## src/acsm_pkg.sv

```systemverilog
`timescale 1ns / 1ps

package acsm_pkg;

  // Fixed field widths of the channels and the configuration port
  localparam int SAMPLE_W   = 10;
  localparam int POS_W      = 8;
  localparam int REM_W      = 5;
  localparam int CFG_IDX_W  = 2;
  localparam int CFG_DATA_W = 8;

  // Configuration register indexes
  localparam logic [CFG_IDX_W-1:0] CFG_CENTER = 2'd0;
  localparam logic [CFG_IDX_W-1:0] CFG_MIN    = 2'd1;
  localparam logic [CFG_IDX_W-1:0] CFG_MAX    = 2'd2;

  // Reset values of the configuration registers
  localparam logic [POS_W-1:0] RST_CENTER = 8'd4;
  localparam logic [POS_W-1:0] RST_MIN    = 8'd0;
  localparam logic [POS_W-1:0] RST_MAX    = 8'd7;

  // Clamp window handed to the smoothing stage
  typedef struct packed {
    logic [POS_W-1:0] lo;
    logic [POS_W-1:0] hi;
  } bounds_t;

endpackage

```

## src/acsm_if.sv

```systemverilog
`timescale 1ns / 1ps

// Sample / command request channel
interface acsm_in_if;
  import acsm_pkg::*;

  logic                valid;
  logic                ready;
  logic                mode;
  logic [SAMPLE_W-1:0] sample_x;
  logic [SAMPLE_W-1:0] sample_y;
  logic [SAMPLE_W-1:0] sample_z;

  modport source (output valid, mode, sample_x, sample_y, sample_z, input ready);
  modport sink   (input valid, mode, sample_x, sample_y, sample_z, output ready);
endinterface

// Position result channel
interface acsm_out_if;
  import acsm_pkg::*;

  logic             valid;
  logic             ready;
  logic [POS_W-1:0] pos_x;
  logic [POS_W-1:0] pos_y;
  logic [REM_W-1:0] cal_remaining;

  modport source (output valid, pos_x, pos_y, cal_remaining, input ready);
  modport sink   (input valid, pos_x, pos_y, cal_remaining, output ready);
endinterface

```

## src/accel_calibrate_smooth_map.sv

```systemverilog
`timescale 1ns / 1ps

// Accelerometer zero calibration and smoothed display mapping.
// in_chan carries one request per item: mode 0 is a three-axis ADC sample,
// mode 1 restarts zero calibration. out_chan returns exactly one result per
// request: the X/Y display positions and the calibration samples still needed.
// The first CAL_SAMPLES samples after reset or a restart are averaged into
// zero offsets; the last of them and later samples move the positions
// (center + sample - zero, smoothed but for the last, clamped to [min, max]).
// cfg_we / cfg_index / cfg_wdata write display center, min and max; write
// them only while no request is in flight.
// A request passes through the registered stages input register,
// accumulate, offset divide, zero correction and smoothing.
// Throughput: one request per cycle while out_chan is ready; the position
// feedback closes inside the smoothing stage.
// Reset: center 4, min 0, max 7, positions 4, calibration pending.
// When out_chan stalls, the result holds and earlier stages keep filling
// their empty slots; in_chan.ready drops only once every stage is occupied.
module accel_calibrate_smooth_map #(
  parameter int CAL_SAMPLES   = 16,
  parameter int SMOOTH_WEIGHT = 3,
  parameter int ADC_BITS      = 10
) (
  input  logic                              clk,
  input  logic                              rst_n,
  acsm_in_if.sink                           in_chan,
  acsm_out_if.source                        out_chan,
  input  logic                              cfg_we,
  input  logic [acsm_pkg::CFG_IDX_W-1:0]    cfg_index,
  input  logic [acsm_pkg::CFG_DATA_W-1:0]   cfg_wdata
);
  import acsm_pkg::*;

  // Derived sizes
  localparam int SW      = (ADC_BITS < SAMPLE_W) ? ADC_BITS : SAMPLE_W;
  localparam int SMAX    = (1 << SW) - 1;
  localparam int SUM_W   = $clog2(CAL_SAMPLES * SMAX + 1);
  localparam int CNT_W   = $clog2(CAL_SAMPLES + 1);
  localparam int POS_MAX = (1 << POS_W) - 1;
  localparam int V_W     = $clog2(POS_MAX + SMAX + 1) + 1;

  localparam logic [CNT_W-1:0] CNT_FULL = CNT_W'(CAL_SAMPLES);
  localparam logic [CNT_W-1:0] CNT_ONE  = CNT_W'(1);

  // Sum / CAL_SAMPLES by reciprocal multiply, exact over the sum range
  localparam int DL     = $clog2(CAL_SAMPLES);
  localparam int DK     = SUM_W + DL;
  localparam int DM_W   = DK + 1;
  localparam longint unsigned DIV_M_L =
    ((64'd1 << DK) + 64'(CAL_SAMPLES) - 64'd1) / 64'(CAL_SAMPLES);
  localparam logic [DM_W-1:0] DIV_M  = DM_W'(DIV_M_L);
  localparam int PROD_W = SUM_W + DM_W;

  typedef struct packed {
    logic          mode;
    logic [SW-1:0] sx;
    logic [SW-1:0] sy;
  } req_t;

  typedef struct packed {
    logic             map;
    logic             skip;
    logic [CNT_W-1:0] cnt;
    logic [SW-1:0]    sx;
    logic [SW-1:0]    sy;
  } acc_t;

  typedef struct packed {
    logic                  map;
    logic                  skip;
    logic [CNT_W-1:0]      cnt;
    logic signed [V_W-1:0] vx;
    logic signed [V_W-1:0] vy;
  } corr_t;

  // Configuration registers
  logic [POS_W-1:0] center_r;
  logic [POS_W-1:0] min_r;
  logic [POS_W-1:0] max_r;

  // Calibration and position state
  logic [SUM_W-1:0] sum_r [2];
  logic [SUM_W-1:0] sum_nxt [2];
  logic [CNT_W-1:0] cnt_r;
  logic [CNT_W-1:0] cnt_nxt;
  logic [SW-1:0]    zero_r [2];
  logic [POS_W-1:0] pos_r [2];

  // Pipeline stages
  logic  v1_r, v2_r, v3_r, v4_r, out_valid_r;
  req_t  s1_r;
  acc_t  s2_r, s2_nxt;
  acc_t  s3_r;
  corr_t s4_r, s4_nxt;
  logic [POS_W-1:0] out_pos_x_r;
  logic [POS_W-1:0] out_pos_y_r;
  logic [REM_W-1:0] out_rem_r;

  logic rdy_out, rdy4, rdy3, rdy2, rdy1;
  logic in_fire, t12, t23, t34, t4o;

  logic [PROD_W-1:0] off_prod_x, off_prod_y;
  logic [SW-1:0]     off_x, off_y;
  logic [POS_W-1:0]  pos_x_new, pos_y_new;
  bounds_t           bnd;

  // Per-stage ready: a stage takes a request when empty or draining
  assign rdy_out = !out_valid_r || out_chan.ready;
  assign rdy4    = !v4_r || rdy_out;
  assign rdy3    = !v3_r || rdy4;
  assign rdy2    = !v2_r || rdy3;
  assign rdy1    = !v1_r || rdy2;

  assign in_fire = in_chan.valid && rdy1;
  assign t12     = v1_r && rdy2;
  assign t23     = v2_r && rdy3;
  assign t34     = v3_r && rdy4;
  assign t4o     = v4_r && rdy_out;

  assign in_chan.ready          = rdy1;
  assign out_chan.valid         = out_valid_r;
  assign out_chan.pos_x         = out_pos_x_r;
  assign out_chan.pos_y         = out_pos_y_r;
  assign out_chan.cal_remaining = out_rem_r;

  // Configuration writes
  always_ff @(posedge clk) begin
    if (!rst_n) begin
      center_r <= RST_CENTER;
      min_r    <= RST_MIN;
      max_r    <= RST_MAX;
    end else if (cfg_we) begin
      case (cfg_index)
        CFG_CENTER: center_r <= cfg_wdata;
        CFG_MIN:    min_r    <= cfg_wdata;
        CFG_MAX:    max_r    <= cfg_wdata;
        default:    ;
      endcase
    end
  end

  // Stage valid bits
  always_ff @(posedge clk) begin
    if (!rst_n) begin
      v1_r        <= 1'b0;
      v2_r        <= 1'b0;
      v3_r        <= 1'b0;
      v4_r        <= 1'b0;
      out_valid_r <= 1'b0;
    end else begin
      if (in_fire)  v1_r <= 1'b1;
      else if (t12) v1_r <= 1'b0;
      if (t12)      v2_r <= 1'b1;
      else if (t23) v2_r <= 1'b0;
      if (t23)      v3_r <= 1'b1;
      else if (t34) v3_r <= 1'b0;
      if (t34)      v4_r <= 1'b1;
      else if (t4o) v4_r <= 1'b0;
      if (t4o)      out_valid_r <= 1'b1;
      else if (out_chan.ready) out_valid_r <= 1'b0;
    end
  end

  // Capture the request; Z is not captured, since no result uses it
  always_ff @(posedge clk) begin
    if (in_fire) begin
      s1_r.mode <= in_chan.mode;
      s1_r.sx   <= in_chan.sample_x[SW-1:0];
      s1_r.sy   <= in_chan.sample_y[SW-1:0];
    end
  end

  // Accumulate calibration samples or restart calibration
  always_comb begin
    sum_nxt[0]  = sum_r[0];
    sum_nxt[1]  = sum_r[1];
    cnt_nxt     = cnt_r;
    s2_nxt.map  = 1'b0;
    s2_nxt.skip = 1'b0;
    s2_nxt.sx   = s1_r.sx;
    s2_nxt.sy   = s1_r.sy;
    if (s1_r.mode) begin
      sum_nxt[0] = '0;
      sum_nxt[1] = '0;
      cnt_nxt    = CNT_FULL;
    end else if (cnt_r != '0) begin
      sum_nxt[0] = sum_r[0] + SUM_W'(s1_r.sx);
      sum_nxt[1] = sum_r[1] + SUM_W'(s1_r.sy);
      cnt_nxt    = cnt_r - CNT_ONE;
      if (cnt_r == CNT_ONE) begin
        s2_nxt.map  = 1'b1;
        s2_nxt.skip = 1'b1;
      end
    end else begin
      s2_nxt.map = 1'b1;
    end
    s2_nxt.cnt = cnt_nxt;
  end

  always_ff @(posedge clk) begin
    if (!rst_n) begin
      sum_r[0] <= '0;
      sum_r[1] <= '0;
      cnt_r    <= CNT_FULL;
    end else if (t12) begin
      sum_r[0] <= sum_nxt[0];
      sum_r[1] <= sum_nxt[1];
      cnt_r    <= cnt_nxt;
    end
  end

  always_ff @(posedge clk) begin
    if (t12) s2_r <= s2_nxt;
  end

  // Average the sums into zero offsets when calibration completes
  always_comb begin
    off_prod_x = PROD_W'(sum_r[0]) * PROD_W'(DIV_M);
    off_prod_y = PROD_W'(sum_r[1]) * PROD_W'(DIV_M);
    off_x      = off_prod_x[DK +: SW];
    off_y      = off_prod_y[DK +: SW];
  end

  always_ff @(posedge clk) begin
    if (t23) begin
      s3_r <= s2_r;
      if (s2_r.skip) begin
        zero_r[0] <= off_x;
        zero_r[1] <= off_y;
      end
    end
  end

  // Zero-correct around the display center
  always_comb begin
    s4_nxt.map  = s3_r.map;
    s4_nxt.skip = s3_r.skip;
    s4_nxt.cnt  = s3_r.cnt;
    s4_nxt.vx   = $signed(V_W'(center_r)) + $signed(V_W'(s3_r.sx))
                  - $signed(V_W'(zero_r[0]));
    s4_nxt.vy   = $signed(V_W'(center_r)) + $signed(V_W'(s3_r.sy))
                  - $signed(V_W'(zero_r[1]));
  end

  always_ff @(posedge clk) begin
    if (t34) s4_r <= s4_nxt;
  end

  // Smooth and clamp each axis against its current position
  assign bnd = '{lo: min_r, hi: max_r};

  acsm_smooth #(
    .SMOOTH_WEIGHT (SMOOTH_WEIGHT),
    .V_W           (V_W)
  ) u_smooth_x (
    .pos     (pos_r[0]),
    .v       (s4_r.vx),
    .skip    (s4_r.skip),
    .bounds  (bnd),
    .pos_new (pos_x_new)
  );

  acsm_smooth #(
    .SMOOTH_WEIGHT (SMOOTH_WEIGHT),
    .V_W           (V_W)
  ) u_smooth_y (
    .pos     (pos_r[1]),
    .v       (s4_r.vy),
    .skip    (s4_r.skip),
    .bounds  (bnd),
    .pos_new (pos_y_new)
  );

  // Update positions and load the result register
  always_ff @(posedge clk) begin
    if (!rst_n) begin
      pos_r[0] <= RST_CENTER;
      pos_r[1] <= RST_CENTER;
    end else if (t4o && s4_r.map) begin
      pos_r[0] <= pos_x_new;
      pos_r[1] <= pos_y_new;
    end
  end

  always_ff @(posedge clk) begin
    if (t4o) begin
      out_pos_x_r <= s4_r.map ? pos_x_new : pos_r[0];
      out_pos_y_r <= s4_r.map ? pos_y_new : pos_r[1];
      out_rem_r   <= REM_W'(s4_r.cnt);
    end
  end

`ifndef SYNTHESIS
  // Running X sum never exceeds the samples taken times full scale
  a_sum_bound: assert property (@(posedge clk) disable iff (!rst_n)
    32'(sum_r[0]) <= (32'(CAL_SAMPLES) - 32'(cnt_r)) * 32'(SMAX))
    else $error("calibration sum exceeds sample count bound");

  // A mapped request only exists once calibration is complete
  a_map_done: assert property (@(posedge clk) disable iff (!rst_n)
    (v4_r && s4_r.map) |-> (s4_r.cnt == '0))
    else $error("position update while calibration pending");

  // With an ordered window, a new position stays inside it
  a_clamp: assert property (@(posedge clk) disable iff (!rst_n)
    (t4o && s4_r.map && (min_r <= max_r)) |->
      (pos_x_new >= min_r && pos_x_new <= max_r &&
       pos_y_new >= min_r && pos_y_new <= max_r))
    else $error("position outside clamp window");
`endif

endmodule

```

## src/acsm_smooth.sv

```systemverilog
`timescale 1ns / 1ps

// One axis: weighted average against the previous position unless bypassed, then clamp.
module acsm_smooth #(
  parameter int SMOOTH_WEIGHT = 3,
  parameter int V_W           = 12
) (
  input  logic [acsm_pkg::POS_W-1:0] pos,
  input  logic signed [V_W-1:0]      v,
  input  logic                       skip,
  input  acsm_pkg::bounds_t          bounds,
  output logic [acsm_pkg::POS_W-1:0] pos_new
);
  import acsm_pkg::*;

  // Magnitude bound of prev * weight + v
  localparam int POS_MAX = (1 << POS_W) - 1;
  localparam int T_MAX   = POS_MAX * SMOOTH_WEIGHT + (1 << (V_W - 1));
  localparam int TM_W    = $clog2(T_MAX + 1);
  localparam int T_W     = TM_W + 1;

  // Reciprocal of the divisor, exact for every TM_W-bit dividend
  localparam int DIVISOR = SMOOTH_WEIGHT + 1;
  localparam int DL      = $clog2(DIVISOR);
  localparam int DK      = TM_W + DL;
  localparam int DM_W    = DK + 1;
  localparam longint unsigned DIV_M_L =
    ((64'd1 << DK) + 64'(DIVISOR) - 64'd1) / 64'(DIVISOR);
  localparam logic [DM_W-1:0] DIV_M  = DM_W'(DIV_M_L);
  localparam int PROD_W = TM_W + DM_W;

  logic [TM_W-1:0]        prev_w;
  logic signed [T_W-1:0]  t;
  logic                   t_neg;
  logic [TM_W-1:0]        t_mag;
  logic [PROD_W-1:0]      q_prod;
  logic [TM_W-1:0]        q_mag;
  logic signed [T_W-1:0]  q;
  logic signed [T_W-1:0]  s;
  logic signed [T_W-1:0]  lo_s;
  logic signed [T_W-1:0]  hi_s;

  // Weighted sum, kept signed
  assign prev_w = TM_W'(pos) * TM_W'(SMOOTH_WEIGHT);
  assign t      = $signed({1'b0, prev_w}) + T_W'(v);

  // Divide the magnitude, then restore the sign (truncate toward zero)
  always_comb begin
    t_neg  = t[T_W-1];
    t_mag  = TM_W'(t_neg ? -t : t);
    q_prod = PROD_W'(t_mag) * PROD_W'(DIV_M);
    q_mag  = q_prod[DK +: TM_W];
    q      = t_neg ? -$signed({1'b0, q_mag}) : $signed({1'b0, q_mag});
  end

  // Bypass smoothing on the first update after calibration, then clamp
  always_comb begin
    s    = skip ? T_W'(v) : q;
    lo_s = $signed(T_W'(bounds.lo));
    hi_s = $signed(T_W'(bounds.hi));
    if (s < lo_s) begin
      pos_new = bounds.lo;
    end else if (s > hi_s) begin
      pos_new = bounds.hi;
    end else begin
      pos_new = s[POS_W-1:0];
    end
  end

endmodule

```

## src/flat_wrapper.sv

```systemverilog
// flat-port wrapper written by rule: the top's interface ports become plain ports
module accel_calibrate_smooth_map_flat import acsm_pkg::*;
#(
  parameter int CAL_SAMPLES   = 16,
  parameter int SMOOTH_WEIGHT = 3,
  parameter int ADC_BITS      = 10
)
  (clk, rst_n, cfg_we, cfg_index, cfg_wdata, in_chan_valid, in_chan_mode, in_chan_sample_x, in_chan_sample_y, in_chan_sample_z, in_chan_ready, out_chan_valid, out_chan_pos_x, out_chan_pos_y, out_chan_cal_remaining, out_chan_ready);
  acsm_in_if in_chan_i ();
  acsm_out_if out_chan_i ();
  input  logic clk;
  input  logic rst_n;
  input  logic cfg_we;
  input  logic [acsm_pkg::CFG_IDX_W-1:0] cfg_index;
  input  logic [acsm_pkg::CFG_DATA_W-1:0] cfg_wdata;
  input wire logic [$bits(in_chan_i.valid)-1:0] in_chan_valid;
  input wire logic [$bits(in_chan_i.mode)-1:0] in_chan_mode;
  input wire logic [$bits(in_chan_i.sample_x)-1:0] in_chan_sample_x;
  input wire logic [$bits(in_chan_i.sample_y)-1:0] in_chan_sample_y;
  input wire logic [$bits(in_chan_i.sample_z)-1:0] in_chan_sample_z;
  output wire logic [$bits(in_chan_i.ready)-1:0] in_chan_ready;
  output wire logic [$bits(out_chan_i.valid)-1:0] out_chan_valid;
  output wire logic [$bits(out_chan_i.pos_x)-1:0] out_chan_pos_x;
  output wire logic [$bits(out_chan_i.pos_y)-1:0] out_chan_pos_y;
  output wire logic [$bits(out_chan_i.cal_remaining)-1:0] out_chan_cal_remaining;
  input wire logic [$bits(out_chan_i.ready)-1:0] out_chan_ready;
  assign in_chan_i.valid = in_chan_valid;
  assign in_chan_i.mode = in_chan_mode;
  assign in_chan_i.sample_x = in_chan_sample_x;
  assign in_chan_i.sample_y = in_chan_sample_y;
  assign in_chan_i.sample_z = in_chan_sample_z;
  assign in_chan_ready = in_chan_i.ready;
  assign out_chan_valid = out_chan_i.valid;
  assign out_chan_pos_x = out_chan_i.pos_x;
  assign out_chan_pos_y = out_chan_i.pos_y;
  assign out_chan_cal_remaining = out_chan_i.cal_remaining;
  assign out_chan_i.ready = out_chan_ready;
  accel_calibrate_smooth_map #(.CAL_SAMPLES(CAL_SAMPLES), .SMOOTH_WEIGHT(SMOOTH_WEIGHT), .ADC_BITS(ADC_BITS)) u_core (.clk(clk), .rst_n(rst_n), .in_chan(in_chan_i), .out_chan(out_chan_i), .cfg_we(cfg_we), .cfg_index(cfg_index), .cfg_wdata(cfg_wdata));
endmodule
```

## config.mk

```make
export PLATFORM = sky130hd
export DESIGN_NAME = accel_calibrate_smooth_map_flat
export DESIGN_NICKNAME = d
export VERILOG_FILES = /design/src/acsm_pkg.sv /design/src/acsm_if.sv /design/src/accel_calibrate_smooth_map.sv /design/src/acsm_smooth.sv /design/src/flat_wrapper.sv
export SDC_FILE = /design/constraint.sdc
export NUM_CORES = 1
export LEC_CHECK = 0
export ABC_AREA = 1
export BUFFER_PORTS_ARGS = -buffer_cell sky130_fd_sc_hd__buf_2
export CAP_MARGIN = 20
export CORE_MARGIN = 8
export CORE_UTILIZATION = 60
export DETAILED_ROUTE_END_ITERATION = 16
export HOLD_SLACK_MARGIN = 0.02
export PLACE_DENSITY = 0.78
export RECOVER_POWER = 50
export REMOVE_ABC_BUFFERS = 1
export SLEW_MARGIN = 20
export SYNTH_ARGS = -nofsm -noshare
export SYNTH_HDL_FRONTEND = slang
export SYNTH_HIERARCHICAL = 1
export SYNTH_SLANG_ARGS = --single-unit
```

## constraint.sdc

```tcl
create_clock -name clk -period 13.4 [get_ports clk]
set_input_delay 1.34 -clock clk [delete_from_list [all_inputs] [get_ports clk]]
set_output_delay 1.34 -clock clk [all_outputs]
set_load 0.05 [all_outputs]
```

==> metrics.cfg <==
[sta]
period_needed_ps = 6580
finalMaxSlewViolations = 0
fin_ws_ps = 6820
grt_setup_unrepaired = no
finalCritPeriodShare_pct = 49.1
fmax_ghz = 0.152
tns_ps = 0
setup_viol = 0
slew_headroom_pct = 7.38
hold_viol = 0
worst_slew_pin_slew_ps = 1390
clock_skew_ps = 12.9
fin_hold_ws_ps = 415

[global_route]
grt_use_total_pct = 20.9
grt_max_degree = 35
first_global_vias = 11600
antenna_found_initial = 3
grt_overflow = 0
grt_first_pass_wirelength_um = 53700

[detailed_routing]
post_drt_wl_per_cell_um = 14.2
wl_um = 32700
ant_nets = 0
drt-vias-per-instance = 5.31
drc = 0
vias = 12200
drt_iter0_markers = 901
dr.pass1.iters = 5

[placed_design]
place_congestion = 0.922
place_ws_ps = 6980
dp_cells = 2255
dp.final_hpwl_um = 24800
io_buffers = 58
dpl_cell_area_sq_mm = 0.0159

[yosys]
yosysSeqAreaShare_pct = 42.0
synth_flop_cell = edfxtp_1
synth_cell_type_count = 53
synth_mux_area_share_pct = 0.0654
async_flop_share_pct = 0
synth_edf_count = 191
synth_compound_area_share_pct = 6.94
syn_area_per_cell_sq_um = 8.11
synth_top_family_by_area = simple AND/OR/NAND/NOR gates
synth_fa_ha_area_share_pct = 12.6
synthXorXnorAreaFrac_pct = 2.23
synthesis.area_sq_mm = 0.0153
yosys.area_share.simple_pct = 27.1
synth-seq-cells = 225
yosysWarnings = 6
synthCells = 1885

[critical_path]
cp.arrival_ps = 6950
cp_max_fo = 22
slowest_delay_ps = 670
r2r_setup_slack_ps = 6820
crit_type = reg2reg
critPathBufInv = 4
crit_path_end_kind = flop
timing.rr.end = u_core/out_chan.pos_y[0]$_DFFE_PP_
cp.required_ps = 13770
cp-start-kind = flop
regToRegStartpoint = u_core/pos_r[0][10]$_SDFFCE_PN1P_
cpLargestDelayFamily = simple AND/OR/NAND/NOR gates
reg2reg_depth = 41
cp_common_cell = nand2_1
critPathSlowestCell = nor2_2

[pwr]
power.leakage_nw = 7.97
vdd_drop_max_uv = 127
power_density_mw_per_mm2 = 111
total_power_mw = 1.85

[cells_and_area]
nets = 2138
synthToLayoutAreaGrowth_pct = 9.05
fin_area_sq_mm = 0.0167
postLayoutCoreUtil_pct = 66.4
diodes = 0
drive_above_1_share_pct = 10.0
final_cells = 2299

[outcome]
status = completed

[clocking]
post_cts_resized = 0
worst_skew_pair.late_latency_ps = 540
cts_buffer_depth = 3
cts_root_buffer = clkbuf_16
cts_buffers = 25
post_cts_buffers = 0
hold_buffers = 0
cts_tree = built
ctsHtreeMaxLevel = 1
clk_pin_slew_ps = 60
cts_sinks = 225

[floorplanning]
die-area_sq_mm = 0.0309
dieHeight_um = 176
rows = 58
io-pin-count = 69
core_area_sq_mm = 0.0251
die_w_um = 176
start_util_pct = 60.9

[flow_run]
cap_violations = 0

[hold_path]
worstHoldEndpoint = u_core/s3_r[14]$_DFFE_PP_
hold_path_class = reg2reg
worstHoldStart = u_core/s2_r[14]$_DFFE_PP_
worstHoldPathCells = 0

==> state kept, by name (all words and copies together), names as in the netlist, 16 cells and up <==
register       flops
u_core/pos_r      16
u_core/s1_r       21
u_core/s2_r       27
u_core/s3_r       27
u_core/s4_r       31
u_core/sum_r      28
u_core/zero_r     20
==> report_power, final <==
| part | switching [mW] | total, mW | internal, mW |
|---|---|---|---|
| clock network | 0.283 | 0.668 | 0.385 |
| logic | 0.247 | 0.374 | 0.127 |
| registers | 0.0206 | 0.811 | 0.790 |
==> kinds of logic (layout without fill, tap and decap cells) <==
group | Yosys count | in the layout
adder cells (fa/ha/maj) | 140 | 140
flip-flops | 225 | 225
XOR/XNOR | 38 | 38
AO/OA/AOI/OAI | 192 | 192
buffers and inverters | 358 | 442
AND/OR/NAND/NOR | 931 | 931
multiplexers | 1 | 1
==> placed cells by master, fill, tap and decap left out, drive strengths merged, types with 28 or more instances in the layout <==
cell	netlist	routed
edfxtp	191	191
nand3	163	163
inv	332	336
dfxtp	34	34
xor2	28	28
ha	116	116
a21oi	99	99
o21ai	64	64
clkbuf	11	35
buf	12	59
nor2	196	196
nand2	533	533
==> synthesized netlist by cell type, types with 4 or more instances <==
cell / number / area, sq um
nor2_4: 10 / 113
xnor2_1: 9 / 78.8
edfxtp_1: 191 / 5740
o21ai_0: 58 / 290
nand2_2: 22 / 138
a21oi_1: 95 / 475
dfxtp_1: 34 / 681
nand3_2: 11 / 110
or2_2: 4 / 25.0
ha_1: 116 / 1450
buf_2: 6 / 30.0
inv_2: 10 / 37.5
nand2_1: 506 / 1900
inv_1: 321 / 1200
fa_1: 24 / 480
nor2_1: 165 / 619
buf_6: 5 / 56.3
clkbuf_1: 11 / 41.3
o21ai_1: 4 / 20.0
nor2_2: 21 / 131
nand3_1: 150 / 751
a21o_1: 5 / 37.5
xor2_1: 28 / 245
a31oi_1: 9 / 56.3
nand2_4: 5 / 56.3
nor3_1: 6 / 30.0
nand4_1: 16 / 100
==> worst max-delay path by stage <==
stage / depth (start not counted) / slack (ps) / startpoint / endpoint
after detailed placement: 41 / 6980 / u_core/pos_r[0][10]$_SDFFCE_PN1P_ / u_core/out_chan.pos_y[0]$_DFFE_PP_
after floorplan: 42 / 7850 / u_core/pos_r[0][9]$_SDFFCE_PN0P_ / u_core/out_chan.pos_y[5]$_DFFE_PP_
after CTS: 41 / 6940 / u_core/pos_r[0][10]$_SDFFCE_PN1P_ / u_core/out_chan.pos_y[0]$_DFFE_PP_
final: 41 / 6820 / u_core/pos_r[0][10]$_SDFFCE_PN1P_ / u_core/out_chan.pos_y[0]$_DFFE_PP_
after global placement: 42 / 7140 / u_core/pos_r[0][9]$_SDFFCE_PN0P_ / u_core/out_chan.pos_y[7]$_DFFE_PP_
after global routing: 41 / 6090 / u_core/pos_r[0][10]$_SDFFCE_PN1P_ / u_core/out_chan.pos_y[5]$_DFFE_PP_
==> metal layers <==
layer | GRT usage (%) | vias up | share of wire (%)
met3 | 3.03 | 87 | 5.7
met5 | 0 | - | 0.14
li1 | - | 6231 | -
met4 | 8.30 | 6 | 3.3
met1 | 25.8 | 5543 | 42
met2 | 36.4 | 338 | 49
==> area by class of cell <==
cell class	instances	area [sq um]
Fill cell	2079	8430
Multi-Input combinational cell	1302	7460
Sequential cell	225	6420
Inverter	335	1260
Clock buffer	31	678
Tap cell	330	413
Timing Repair Buffer	63	315
Clock inverter	13	139
==> worst register-to-register path, delay by kind of cell (launching register included) <==
family / cells / cell delay, ps
adder cells (fa/ha/maj): 4 / 1240
XOR/XNOR: 1 / 170
flip-flops: 1 / 450
AO/OA/AOI/OAI: 11 / 1790
AND/OR/NAND/NOR: 21 / 2540
buffers and inverters: 4 / 250
No activity file was read; power rests on OpenSTA's default activity.
